### src/design/mtx_pkg.sv
`timescale 1ns / 1ps

package mtx_pkg;

    // Table sizing.
    localparam int NUM_MUTEXES = 16;
    localparam int QUEUE_DEPTH = 4;
    localparam int PID_BITS    = 8;

    localparam int IDX_W  = (NUM_MUTEXES > 1) ? $clog2(NUM_MUTEXES) : 1;
    localparam int QLEN_W = $clog2(QUEUE_DEPTH + 1);
    localparam int ROW_W  = QUEUE_DEPTH * PID_BITS;

    // Field widths on the stream ports.
    localparam int OPCODE_W   = 2;
    localparam int MUTEX_ID_W = 4;
    localparam int PID_W      = 8;
    localparam int STATUS_W   = 2;
    localparam int CREATED_W  = 4;

    // Request opcodes.
    localparam logic [OPCODE_W-1:0] OP_CREATE = 2'd0;
    localparam logic [OPCODE_W-1:0] OP_LOCK   = 2'd1;
    localparam logic [OPCODE_W-1:0] OP_UNLOCK = 2'd2;

    // Result status codes.
    localparam logic [STATUS_W-1:0] ST_OK      = 2'd0;
    localparam logic [STATUS_W-1:0] ST_BLOCKED = 2'd1;
    localparam logic [STATUS_W-1:0] ST_ERROR   = 2'd2;
    localparam logic [STATUS_W-1:0] ST_FULL    = 2'd3;

    // Commands from the controller to the datapath.
    typedef struct packed {
        logic capture;
        logic execute;
    } t_dp_cmd;

    // Status from the datapath to the controller.
    typedef struct packed {
        logic can_load;
    } t_dp_stat;

endpackage

### src/design/mtx_ctrl.sv
`timescale 1ns / 1ps

module mtx_ctrl
    import mtx_pkg::*;
(
    input  logic     i_clk,
    input  logic     i_rst_n,
    input  logic     i_s_tvalid,
    output logic     o_s_tready,
    input  t_dp_stat i_stat,
    output t_dp_cmd  o_cmd
);

    typedef enum logic {
        S_IDLE,
        S_EXEC
    } t_state;

    t_state r_state;
    t_state n_state;

    // Next state: capture a request, then execute it once the result register is free.
    always_comb begin
        n_state = r_state;
        unique case (r_state)
            S_IDLE: begin
                if (i_s_tvalid) begin
                    n_state = S_EXEC;
                end
            end
            S_EXEC: begin
                if (i_stat.can_load) begin
                    n_state = S_IDLE;
                end
            end
            default: n_state = S_IDLE;
        endcase
    end

    // State register.
    always_ff @(posedge i_clk) begin
        if (!i_rst_n) begin
            r_state <= S_IDLE;
        end else begin
            r_state <= n_state;
        end
    end

    // Commands to the datapath.
    assign o_s_tready    = (r_state == S_IDLE);
    assign o_cmd.capture = (r_state == S_IDLE) && i_s_tvalid;
    assign o_cmd.execute = (r_state == S_EXEC) && i_stat.can_load;

endmodule

### src/design/mtx_dp.sv
`timescale 1ns / 1ps

module mtx_dp
    import mtx_pkg::*;
(
    input  logic                  i_clk,
    input  logic                  i_rst_n,
    input  t_dp_cmd               i_cmd,
    output t_dp_stat              o_stat,
    input  logic [OPCODE_W-1:0]   i_opcode,
    input  logic [MUTEX_ID_W-1:0] i_mutex_id,
    input  logic [PID_W-1:0]      i_requester_pid,
    input  logic                  i_m_tready,
    output logic                  o_m_tvalid,
    output logic [STATUS_W-1:0]   o_status,
    output logic [CREATED_W-1:0]  o_created_id,
    output logic                  o_wake_valid,
    output logic [PID_W-1:0]      o_woken_pid
);

    // Entry table, cleared by reset.
    logic [NUM_MUTEXES-1:0] r_used;
    logic [NUM_MUTEXES-1:0] r_locked;
    logic [PID_BITS-1:0]    r_owner [NUM_MUTEXES];
    logic [QLEN_W-1:0]      r_qlen  [NUM_MUTEXES];

    // Wait queue memory: one row of QUEUE_DEPTH slots per mutex.
    logic [ROW_W-1:0] queue_mem [NUM_MUTEXES];
    logic [ROW_W-1:0] r_row;

    // Captured request.
    logic [OPCODE_W-1:0]   r_op;
    logic [MUTEX_ID_W-1:0] r_id;
    logic [PID_BITS-1:0]   r_pid;

    // Result register.
    logic                 r_out_valid;
    logic [STATUS_W-1:0]  r_status;
    logic [CREATED_W-1:0] r_created;
    logic                 r_wake_valid;
    logic [PID_W-1:0]     r_woken_pid;

    logic [IDX_W-1:0]     idx;
    logic [IDX_W-1:0]     rd_addr;
    logic                 in_range;
    logic                 cur_used;
    logic                 cur_locked;
    logic [PID_BITS-1:0]  cur_owner;
    logic [QLEN_W-1:0]    cur_qlen;
    logic [PID_BITS-1:0]  head;
    logic                 hit;
    logic                 free_found;
    logic [IDX_W-1:0]     free_idx;

    logic [STATUS_W-1:0]  n_status;
    logic [CREATED_W-1:0] n_created;
    logic                 n_wake_valid;
    logic [PID_W-1:0]     n_woken_pid;
    logic                 e_we;
    logic [IDX_W-1:0]     e_idx;
    logic                 e_used;
    logic                 e_locked;
    logic [PID_BITS-1:0]  e_owner;
    logic [QLEN_W-1:0]    e_qlen;
    logic                 row_we;
    logic [ROW_W-1:0]     row_wdata;

    // Addressed entry fields.
    assign idx        = r_id[IDX_W-1:0];
    assign in_range   = (int'(r_id) < NUM_MUTEXES);
    assign cur_used   = r_used[idx];
    assign cur_locked = r_locked[idx];
    assign cur_owner  = r_owner[idx];
    assign cur_qlen   = r_qlen[idx];
    assign head       = r_row[PID_BITS-1:0];

    // The queue row is read with the incoming id when a request is captured, else with the held id.
    assign rd_addr = i_cmd.capture ? i_mutex_id[IDX_W-1:0] : idx;

    // Is the caller already waiting in the queue?
    always_comb begin
        hit = 1'b0;
        for (int i = 0; i < QUEUE_DEPTH; i++) begin
            if ((QLEN_W'(i) < cur_qlen) && (r_row[i*PID_BITS +: PID_BITS] == r_pid)) begin
                hit = 1'b1;
            end
        end
    end

    // Lowest unused entry for create.
    always_comb begin
        free_found = 1'b0;
        free_idx   = '0;
        for (int i = NUM_MUTEXES - 1; i >= 0; i--) begin
            if (!r_used[i]) begin
                free_found = 1'b1;
                free_idx   = IDX_W'(i);
            end
        end
    end

    // Request decode and entry update.
    always_comb begin
        n_status     = ST_ERROR;
        n_created    = '0;
        n_wake_valid = 1'b0;
        n_woken_pid  = '0;
        e_we         = 1'b0;
        e_idx        = idx;
        e_used       = cur_used;
        e_locked     = cur_locked;
        e_owner      = cur_owner;
        e_qlen       = cur_qlen;
        row_we       = 1'b0;
        row_wdata    = r_row;
        case (r_op)
            OP_CREATE: begin
                if (free_found) begin
                    e_we      = 1'b1;
                    e_idx     = free_idx;
                    e_used    = 1'b1;
                    e_locked  = 1'b0;
                    e_owner   = '0;
                    e_qlen    = '0;
                    n_status  = ST_OK;
                    n_created = CREATED_W'(free_idx);
                end
            end
            OP_LOCK: begin
                if (in_range && cur_used) begin
                    if (!cur_locked) begin
                        e_we     = 1'b1;
                        e_locked = 1'b1;
                        e_owner  = r_pid;
                        n_status = ST_OK;
                    end else if (cur_owner == r_pid) begin
                        n_status = ST_OK;
                    end else if (hit) begin
                        n_status = ST_BLOCKED;
                    end else if (cur_qlen >= QLEN_W'(QUEUE_DEPTH)) begin
                        n_status = ST_FULL;
                    end else begin
                        // Append the caller at the tail of the queue.
                        for (int i = 0; i < QUEUE_DEPTH; i++) begin
                            if (QLEN_W'(i) == cur_qlen) begin
                                row_wdata[i*PID_BITS +: PID_BITS] = r_pid;
                            end
                        end
                        row_we   = 1'b1;
                        e_we     = 1'b1;
                        e_qlen   = cur_qlen + QLEN_W'(1);
                        n_status = ST_BLOCKED;
                    end
                end
            end
            OP_UNLOCK: begin
                if (in_range && cur_used && cur_locked && (cur_owner == r_pid)) begin
                    n_status = ST_OK;
                    e_we     = 1'b1;
                    if (cur_qlen != '0) begin
                        // Hand off to the oldest waiter and shift the queue down.
                        for (int i = 0; i < QUEUE_DEPTH - 1; i++) begin
                            row_wdata[i*PID_BITS +: PID_BITS] =
                                r_row[(i+1)*PID_BITS +: PID_BITS];
                        end
                        row_we   = 1'b1;
                        e_owner  = head;
                        e_locked = 1'b1;
                        e_qlen   = cur_qlen - QLEN_W'(1);
                        if (head != '0) begin
                            n_wake_valid = 1'b1;
                            n_woken_pid  = PID_W'(head);
                        end
                    end else begin
                        e_locked = 1'b0;
                        e_owner  = '0;
                    end
                end
            end
            default: begin
                n_status = ST_ERROR;
            end
        endcase
    end

    // Request capture.
    always_ff @(posedge i_clk) begin
        if (i_cmd.capture) begin
            r_op  <= i_opcode;
            r_id  <= i_mutex_id;
            r_pid <= i_requester_pid[PID_BITS-1:0];
        end
    end

    // Entry table write-back.
    always_ff @(posedge i_clk) begin
        if (!i_rst_n) begin
            r_used   <= '0;
            r_locked <= '0;
            for (int i = 0; i < NUM_MUTEXES; i++) begin
                r_owner[i] <= '0;
                r_qlen[i]  <= '0;
            end
        end else if (i_cmd.execute && e_we) begin
            r_used[e_idx]   <= e_used;
            r_locked[e_idx] <= e_locked;
            r_owner[e_idx]  <= e_owner;
            r_qlen[e_idx]   <= e_qlen;
        end
    end

    // Queue memory with registered read.
    always_ff @(posedge i_clk) begin
        if (i_cmd.execute && row_we) begin
            queue_mem[idx] <= row_wdata;
        end
        r_row <= queue_mem[rd_addr];
    end

    // Result register: valid flag.
    always_ff @(posedge i_clk) begin
        if (!i_rst_n) begin
            r_out_valid <= 1'b0;
        end else if (i_cmd.execute) begin
            r_out_valid <= 1'b1;
        end else if (i_m_tready) begin
            r_out_valid <= 1'b0;
        end
    end

    // Result register: payload.
    always_ff @(posedge i_clk) begin
        if (i_cmd.execute) begin
            r_status     <= n_status;
            r_created    <= n_created;
            r_wake_valid <= n_wake_valid;
            r_woken_pid  <= n_woken_pid;
        end
    end

    assign o_stat.can_load = !r_out_valid || i_m_tready;
    assign o_m_tvalid      = r_out_valid;
    assign o_status        = r_status;
    assign o_created_id    = r_created;
    assign o_wake_valid    = r_wake_valid;
    assign o_woken_pid     = r_woken_pid;

endmodule

### src/design/mutex_table_with_fifo_handoff.sv
`timescale 1ns / 1ps

// Channel   Dir   Ports           Contents
// request   in    i_s_axis_*      tuser: opcode; tdata: mutex_id, requester_pid
// result    out   o_m_axis_*      tuser: wake_valid; tdata: status, created_id, woken_pid
//
// A request is first captured, and its queue row is read from the queue memory;
// then the entry and the row are updated and the result is loaded.
// The result register frees the input side while a result waits to be taken.
// A stalled result holds back the update of the next request until it is taken.
// Reset clears the entry table and all queue lengths at once; no clearing pass.

module mutex_table_with_fifo_handoff
    import mtx_pkg::*;
(
    input  logic        i_clk,
    input  logic        i_rst_n,
    input  logic        i_s_axis_tvalid,
    output logic        o_s_axis_tready,
    input  logic [15:0] i_s_axis_tdata,   // [3:0] mutex_id, [11:4] requester_pid
    input  logic [1:0]  i_s_axis_tuser,   // [1:0] opcode
    output logic        o_m_axis_tvalid,
    input  logic        i_m_axis_tready,
    output logic [15:0] o_m_axis_tdata,   // [1:0] status, [5:2] created_id, [13:6] woken_pid
    output logic        o_m_axis_tuser    // [0] wake_valid
);

    t_dp_cmd              cmd;
    t_dp_stat             stat;
    logic [STATUS_W-1:0]  status;
    logic [CREATED_W-1:0] created_id;
    logic                 wake_valid;
    logic [PID_W-1:0]     woken_pid;

    // Sequencer.
    mtx_ctrl u_ctrl (
        .i_clk      (i_clk),
        .i_rst_n    (i_rst_n),
        .i_s_tvalid (i_s_axis_tvalid),
        .o_s_tready (o_s_axis_tready),
        .i_stat     (stat),
        .o_cmd      (cmd)
    );

    // Entry table, wait queues and result register.
    mtx_dp u_dp (
        .i_clk           (i_clk),
        .i_rst_n         (i_rst_n),
        .i_cmd           (cmd),
        .o_stat          (stat),
        .i_opcode        (i_s_axis_tuser),
        .i_mutex_id      (i_s_axis_tdata[3:0]),
        .i_requester_pid (i_s_axis_tdata[11:4]),
        .i_m_tready      (i_m_axis_tready),
        .o_m_tvalid      (o_m_axis_tvalid),
        .o_status        (status),
        .o_created_id    (created_id),
        .o_wake_valid    (wake_valid),
        .o_woken_pid     (woken_pid)
    );

    // Result beat packing.
    assign o_m_axis_tdata = {2'b00, woken_pid, created_id, status};
    assign o_m_axis_tuser = wake_valid;

    // A request beat is never followed by another in the next cycle.
    assert property (@(posedge i_clk) disable iff (!i_rst_n)
        (i_s_axis_tvalid && o_s_axis_tready) |=> !o_s_axis_tready)
        else $error("request accepted in back-to-back cycles");

    // A wake-up only comes with a successful unlock.
    assert property (@(posedge i_clk) disable iff (!i_rst_n)
        (o_m_axis_tvalid && o_m_axis_tuser) |-> (o_m_axis_tdata[1:0] == ST_OK))
        else $error("wake-up reported with a non-ok status");

    // A reported waiter never has process id zero.
    assert property (@(posedge i_clk) disable iff (!i_rst_n)
        (o_m_axis_tvalid && o_m_axis_tuser) |-> (o_m_axis_tdata[13:6] != '0))
        else $error("wake-up reported for process id zero");

    // A nonzero created id only comes with an ok status.
    assert property (@(posedge i_clk) disable iff (!i_rst_n)
        (o_m_axis_tvalid && (o_m_axis_tdata[5:2] != '0)) |-> (o_m_axis_tdata[1:0] == ST_OK))
        else $error("created id set on a failed request");

endmodule
### config.mk
export PLATFORM = sky130hd
export DESIGN_NAME = mutex_table_with_fifo_handoff
export DESIGN_NICKNAME = d
export VERILOG_FILES = /design/src/design/mtx_pkg.sv /design/src/design/mtx_ctrl.sv /design/src/design/mtx_dp.sv /design/src/design/mutex_table_with_fifo_handoff.sv
export SDC_FILE = /design/constraint.sdc
export NUM_CORES = 1
export LEC_CHECK = 0
export ABC_AREA = 1
export BUFFER_PORTS_ARGS = -buffer_cell sky130_fd_sc_hd__buf_2
export CAP_MARGIN = 0
export CORE_UTILIZATION = 45
export CTS_CLUSTER_SIZE = 8
export DETAILED_ROUTE_END_ITERATION = 16
export PLACE_DENSITY = 0.59
export SYNTH_ARGS = -nofsm -noshare
export SYNTH_HDL_FRONTEND = slang
export SYNTH_HIERARCHICAL = 1
export SYNTH_SLANG_ARGS = --single-unit
### constraint.sdc
create_clock -name i_clk -period 10.9 [get_ports i_clk]
set_input_delay 2.725 -clock i_clk [delete_from_list [all_inputs] [get_ports i_clk]]
set_output_delay 2.725 -clock i_clk [all_outputs]
set_load 0.01 [all_outputs]
# [Yosys cells after proc, flatten, opt, wreduce, memory -nomap -nowiden]
# Memories as Yosys holds them, arrays and structs flattened. A register that Yosys moved wholly into a read port is not among the register bits.
# Index checks and enable logic that the tools add are counted.
[word_totals] memories=3 rom_bits=0 ff_bits=63 out_inout_bits=19 in_bits=22 latchBits=0 wordCells=178 mem_bits_rw=688
[classes] multipliers=0 n_reduce_logical=23 eq_ne=10 mux=120 order_cmp=8 shift=0 n_bitwise=1 div_mod_pow=0 n_addsub=2
[mem_list] name="u_dp.queue_mem" depth=16 width=32 read_ports=1 rd_ports_with_merged_regs=1 write_ports=1 line_no="mtx_dp.sv:28" source="logic [ROW_W-1:0] queue_mem [NUM_MUTEXES];"
[mem_list] name="u_dp.r_owner" depth=16 width=8 read_ports=1 rd_ports_with_merged_regs=1 write_ports=16 line_no="mtx_dp.sv:24" source="logic [PID_BITS-1:0] r_owner [NUM_MUTEXES];"
[mem_list] name="u_dp.r_qlen" depth=16 width=3 read_ports=1 rd_ports_with_merged_regs=1 write_ports=16 line_no="mtx_dp.sv:25" source="logic [QLEN_W-1:0] r_qlen [NUM_MUTEXES];"
[ops] cell="32-bit 2-to-1 mux" count=5
[ops] cell="8-bit 2-to-1 mux" count=11
[ops] cell="4-bit 2-to-1 mux" count=21
[ops] cell="1-bit 2-to-1 mux" count=52
[ops] cell="24-bit 2-to-1 mux" count=2
[ops] cell="24-bit case mux with 2 select lines" count=1
[ops] cell="8-bit == test" count=5
[ops] cell="16-bit bitwise mux" count=2
[ops] cell="3-bit 2-to-1 mux" count=9
[ops] cell="8-bit case mux with 3 select lines" count=1
[ops] cell="2-bit 2-to-1 mux" count=7
[ops] cell="1-bit logical AND" count=11
[ops] cell="4-bit by 5-bit < comparator with 1-bit output (second input constant)" count=2
[ops] cell="3-bit case mux with 3 select lines" count=1
[ops] cell="1-bit binary-select mux with 4-bit select" count=2
[ops] cell="8-bit nonzero test" count=1
[ops] cell="8-bit OR reduction" count=1
[ops] cell="2-bit by 3-bit == test with 1-bit output (first input constant)" count=2
[ops] cell="1-bit by 3-bit < comparator with 1-bit output (first input constant)" count=2
[ops] cell="2-bit by 3-bit < comparator with 1-bit output (first input constant)" count=2
[ops] cell="1-bit case mux with 3 select lines" count=2
[ops] cell="2-bit case mux with 3 select lines" count=1
[ops] cell="1-bit demux with 4-bit select" count=1
[ops] cell="4-bit by 1-bit >= comparator with 1-bit output (second input constant)" count=1
[ops] cell="other kinds (18)" count=19

# [Logic depth before layout (Yosys ltp)]
[logic_depth] word_depth=24 mapped_depth=25 depth_no_buf=24

# [Cells and area by module]
# Netlist, hierarchy kept.
[by_module_without_submodules] module="mtx_dp" area_each_um2=34815.9 n_inst=1 cells_each=3455 seq_area_each_um2=22791.9
[by_module_without_submodules] module="mtx_ctrl" area_each_um2=50.0 n_inst=1 cells_each=9 seq_area_each_um2=20.0
[by_module_without_submodules] module="mutex_table_with_fifo_handoff" area_each_um2=18.8 n_inst=1 cells_each=3 seq_area_each_um2=0.0

# [Worst setup path after synthesis]
# Ideal clock, no wire load.
[synth_path] path_type="input -> register" from="in i_m_axis_tready" to="mem u_dp/queue_mem[0][0] in the netlist's numbering, enable pin" path_buffers=0 required_ns=10.479 setup_time_ns=0.421 arrival_time_ns=4.918 path_slack_ns=5.561 cell_stages=6 cell_sequence="inv_1 -> nand2_1 -> nand2_1 -> inv_1 -> nand4_1 -> nor2_1"
[synth_rtl] element="start: declaration" line_no="mutex_table_with_fifo_handoff.sv:23" source="input logic i_m_axis_tready,"
[synth_rtl] element="end: declaration" line_no="mtx_dp.sv:28"

# [Worst setup path after layout]
[layout_path] from="reg u_dp.r_id[1] (netlist: u_dp/idx[1])" to="mem u_dp/queue_mem[7][24] in the netlist's numbering, enable pin"
[layout_between] elab_chain_len=9 word_cells_on_any_way=13 cone_classes="mux: 10; reduce/logical: 3"
[layout_rtl] element="start: declaration" line_no="mtx_dp.sv:33" source="logic [MUTEX_ID_W-1:0] r_id;"
[layout_rtl] element="start signal: assignment" line_no="mtx_dp.sv:190" source="r_id <= i_mutex_id;"
[layout_rtl] element="1-bit binary-select mux with 4-bit select, on equally long branches" line_no="mtx_dp.sv:71, mtx_dp.sv:72"
[layout_rtl] element="1-bit 2-to-1 mux, on equally long branches" line_no="mtx_dp.sv:71, mtx_dp.sv:72"
[layout_rtl] element="1-bit logical AND (2 in a row)" line_no="mtx_dp.sv:157" source="if (in_range && cur_used && cur_locked && (cur_owner == r_pid)) begin"
[layout_rtl] element="1-bit 2-to-1 mux" line_no="mtx_dp.sv:157"
[layout_rtl] element="1-bit case mux with 2 select lines" line_no="mtx_dp.sv:116" source="case (r_op)"
[layout_rtl] element="1-bit logical AND" line_no="mtx_dp.sv:214" source="if (i_cmd.execute && row_we) begin"
[layout_rtl] element="1-bit 2-to-1 mux" line_no="mtx_dp.sv:214"
[layout_rtl] element="1-bit 2-to-1 mux (implied by the code)" line_no="mtx_dp.sv:215" source="queue_mem[idx] <= row_wdata;"
# Parallel ways exist; a longest one is shown, timed or not. The select of a mux whose other input is x is not followed.

==> reports/results.txt <==
The flow ran to the end, and the final reports show no timing, DRC or antenna violations. The die is 280.4 um wide. The first detailed-routing pass ran for 7 iterations. The total overflow left after global routing is 0. The sequential fraction of design power was 0.458.

The maximum clock path buffer count is 3, and the HPWL after detailed placement is 51.27 mm. The biggest area contributor in the post-synthesis netlist is edfxtp_1. The aggregate global-route resource usage is 0.2379, and the total of fill cells in the finished design is 6833. The highest achievable clock rate was 0.1499 GHz. The commonest cells after synthesis are 835 x nand2_1, 713 x edfxtp_1, 380 x inv_1.

Using the TritonRoute via totals, the vias-per-cell ratio works out to 5.350. The number of slew-limit violations in the final report is 0. After detailed routing, the number of remaining DRC violations is 0. TritonCTS built the clock tree.

Share of synthesized area occupied by flip-flops and latches: 0.6539. The switching part of the total power works out to 0.2762. The total non-filler cell area in the finished layout was 39200 sq um. Setup repair after global routing left no endpoint under its margin.

The cell depth of the worst hold path is 2, and the combined area of the multi-input logic cells is 9901 sq um. The Yosys warning count came out at 6. Clock latency on the worst-skew pair, taken at its later pin, is 0.67 ns. The final worst-path cycle share is 0.6122, and the total CTS buffers is 108. After clock tree synthesis, the clock-pin slew on the worst setup and hold paths is 0.05 ns. At the pin with the least slew margin, the transition time is 1.306 ns.

The count of cells along the worst register-to-register path is 17, and the die outline area is 78640 sq um. The H-tree generated during clock tree synthesis spans 3 levels. Synthesis handed over a netlist of 3467 instances. In this run, the number of DRC markers left after iteration 0 of detailed routing was 2663. The share of synthesized registers carrying an async set or reset was 0.

On the critical path, the stage with the largest delay is an instance of nor2_4. Routability-driven placement finished with a final weighted congestion of 0.8997. The average instance area after synthesis works out to 10.06 sq um. The floorplan step defined a core boundary enclosing 76330 sq um. Entering global routing, the biggest net connects 287 pins. For the post-synthesis cell area, the log shows 34880 sq um.

The clock share of power was 0.396. The number of clock sinks is 783. The XOR/XNOR share of the synthesized area was 0.006277; the via count of the first global-routing pass was 22330.

Total number of cells along the worst setup path: 17. The logs give 0.1295 for the normalized max-slew margin and 93.51 mm for the aggregate routed wire length. The initial antenna violation count was 0; the number of antenna diodes was 0. The complex-gate fraction of the synthesized area came out at 0.1024. The startpoint kind of the worst setup timing path is a flip-flop. The maximum fanout along the worst path works out to 46.

The count of nets left with antenna violations once routing finished came out at 0. The tools report the count of non-filler cells in the finished layout as 4563. The share of post-route cells with drive strength above 1 came out at 0.07218.

The count of final hold-check violations was 0; the placement row count was 101. Number of max-cap violations: 0. The cell family with the largest share of critical-path delay is simple AND/OR/NAND/NOR gates.

The die height is 280.4 um. The worst-case IR drop observed on VDD is 0.1399 mV. The combinational cell fraction of total power is 0.146, and the number of buffer and inverter instances along the worst setup path is 4.

The area share of the leading cell type in the synthesized netlist is 0.6138, and the power per standard cell area is 198.9 nW/um^2. For the register cell area after layout, the log shows 22810 sq um. In this run the power spent charging and discharging nets is 2.154 mW.

The initial cell density of the core is 0.4570. In this design, the stage delay of the slowest critical-path cell is 0.78 ns. Input and output buffers added on the ports amount to 34. The tools report the final count of negative-setup-slack endpoints as 0. The synthesized design contains 713 enable-type register cells. After synthesis, the cell types taking the most area are edfxtp_1 61%, nand2_1 9.0%, inv_1 4.1%. The run gives 15.17 nW as the leakage power total. The detail-routed net length per standard cell works out to 20.49 um. Summing over every cut layer, the via total after detailed routing is 24410. The post-cts gate resize count is 0. The critical path is of the flip-flop to flip-flop type. The total of flip-flops plus latches after synthesis is 783. From synthesis to final layout, the design area changed by 12.37%. At the end of the flow, the number of nets in the layout was 3484. The simple-gate share of the synthesized area is 0.1666. Clock root buffer master: clkbuf_16. Data on the critical path arrives at its endpoint at 6.95 ns. The adder-cell share of the synthesized area is 0.003587.

Worst clock skew on the final layout: 0.03143 ns. The worst hold path belongs to the class flip-flop to flip-flop. At the worst endpoint, the required time is 11.18 ns.

For the number of placed cells counting well taps, the log shows 4372. The fraction of synthesized area in multiplexers came out at 0. Minimum clock period: 6.673 ns. The worst setup path is captured at a flip-flop. The primary flip-flop cell chosen by synthesis mapping was edfxtp_1. The largest family of logic cells by synthesized area was simple AND/OR/NAND/NOR gates. 41 I/O pins were placed. After routing, the total negative slack on setup checks comes to 0 ns. The first global-routing pass estimated 139.3 mm of wire. The cell area reported after detailed placement was 36060 sq um.

The internal power contribution came out at 5.645 mW. Walking the worst path, the cells encountered are buf_4 > inv_4 > nor2_4 > nand2_1 > nand3_1 > nand2_1 > nand2_1 > nor2_1 > ha_1 > nand2_1 > inv_1 > nor2_4 > nand2_1 > o21ai_1 > nand4_1 > nor2_4 > buf_4. The cell that appears most often on the critical path is nand2_1. Buffers inserted to repair hold after CTS numbered 0. In this run the post-CTS setup repair buffer count came out at 0. nand2_1 is the most common cell in the netlist.

The run gives 35 as the distinct cell type count after synthesis.
[metrics by stage]
| stage | utilization | total power [mW] | hold slack (ns) | setup WS, ns |
|---|---|---|---|---|
| detailed placement | 0.4724 | 4.750 | 0.4626 | 4.337 |
| floorplan | - | 4.352 | 0.4488 | 5.561 |
| global placement | 0.4724 | 4.742 | 0.4605 | 4.319 |
| CTS | 0.5136 | 7.841 | 0.4720 | 4.278 |
| global route | 0.5136 | 8.093 | 0.4897 | 3.840 |
| finish | 0.5136 | 7.798 | 0.4703 | 4.227 |
[flip-flops by register name (all words and copies together), names as in the netlist]
name and count:
u_dp/o_woken_pid 8, u_dp/o_wake_valid 1, u_dp/r_owner 128, u_dp/r_locked 16, u_dp/o_created_id 4, u_dp/o_status 2
u_dp/r_op 2, u_dp/idx 4, u_dp/r_pid 8, u_dp/queue_mem 512, u_dp/r_row 32, u_dp/o_m_tvalid 1
u_dp/r_qlen 48, u_dp/r_used 16, u_ctrl/r_state 1
[worst reg2reg max path: stages (launching register included)]
cell and delay [ns]:
dfxtp_1 0.30, buf_4 0.44, inv_4 0.41, nor2_4 0.79
nand2_1 0.12, nand3_1 0.13, nand2_1 0.05, nand2_1 0.16
nor2_1 0.20, ha_1 0.26, nand2_1 0.57, inv_1 0.20
nor2_4 0.64, nand2_1 0.18, o21ai_1 0.26, nand4_1 0.47
nor2_4 0.48, buf_4 0.61
[layer usage]
metal,part of all wire,GRT usage,up-vias
li1,-,-,11790
met1,0.44,0.3313,11570
met3,0.067,0.03314,162
met5,0,0,-
met4,0.031,0.08477,0
met2,0.47,0.3805,886
[final timing paths]
check	start	slack [ns]	endpoint
max reg2reg	u_dp/idx[1]$_DFF_P_	4.23	u_dp/queue_mem[7][24]$_DFFE_PP_
min reg2reg	u_dp/r_locked[6]$_SDFFE_PN0P_	0.47	u_dp/r_locked[6]$_SDFFE_PN0P_
max	u_dp/idx[1]$_DFF_P_	4.23	u_dp/queue_mem[7][24]$_DFFE_PP_
min	u_dp/r_locked[6]$_SDFFE_PN0P_	0.47	u_dp/r_locked[6]$_SDFFE_PN0P_
[area by class of cell]
cell class	instances	share of cell area
clock buffers	185	0.07740
clock inverters	6	0.002809
inverters	388	0.03744
multi-input cells	2085	0.2526
flip-flops and latches	783	0.5820
well taps	1030	0.03288
repair buffers	86	0.01494
[cell usage in the layout (no fill, tap or decap), types with 50 or more instances in the layout]
| cell | count |
|---|---|
| a21oi_1 | 261 |
| clkbuf_1 | 75 |
| clkbuf_16 | 110 |
| nor2_1 | 236 |
| buf_4 | 50 |
| o211ai_1 | 108 |
| nand2_1 | 835 |
| nand3_1 | 266 |
| o21ai_0 | 214 |
| dfxtp_1 | 69 |
| inv_1 | 377 |
| edfxtp_1 | 713 |
[power by group through the flow]
stage | registers [mW] | logic (mW) | clock network [mW]
final | 3.57 | 1.14 | 3.09
after CTS | 3.57 | 1.13 | 3.14
after floorplan | 3.58 | 0.768 | 0
after global routing | 3.57 | 1.26 | 3.26
after detailed placement | 3.62 | 1.13 | 0
after global placement | 3.62 | 1.12 | 0
[cells by family after synthesis]
kind of cell	count (synthesis)
compound gates	633
xor+xnor	25
fa+ha+maj	10
buf+inv	600
flops	783
other cells	1
simple gates	1415
No activity file was read; power rests on OpenSTA's default activity.
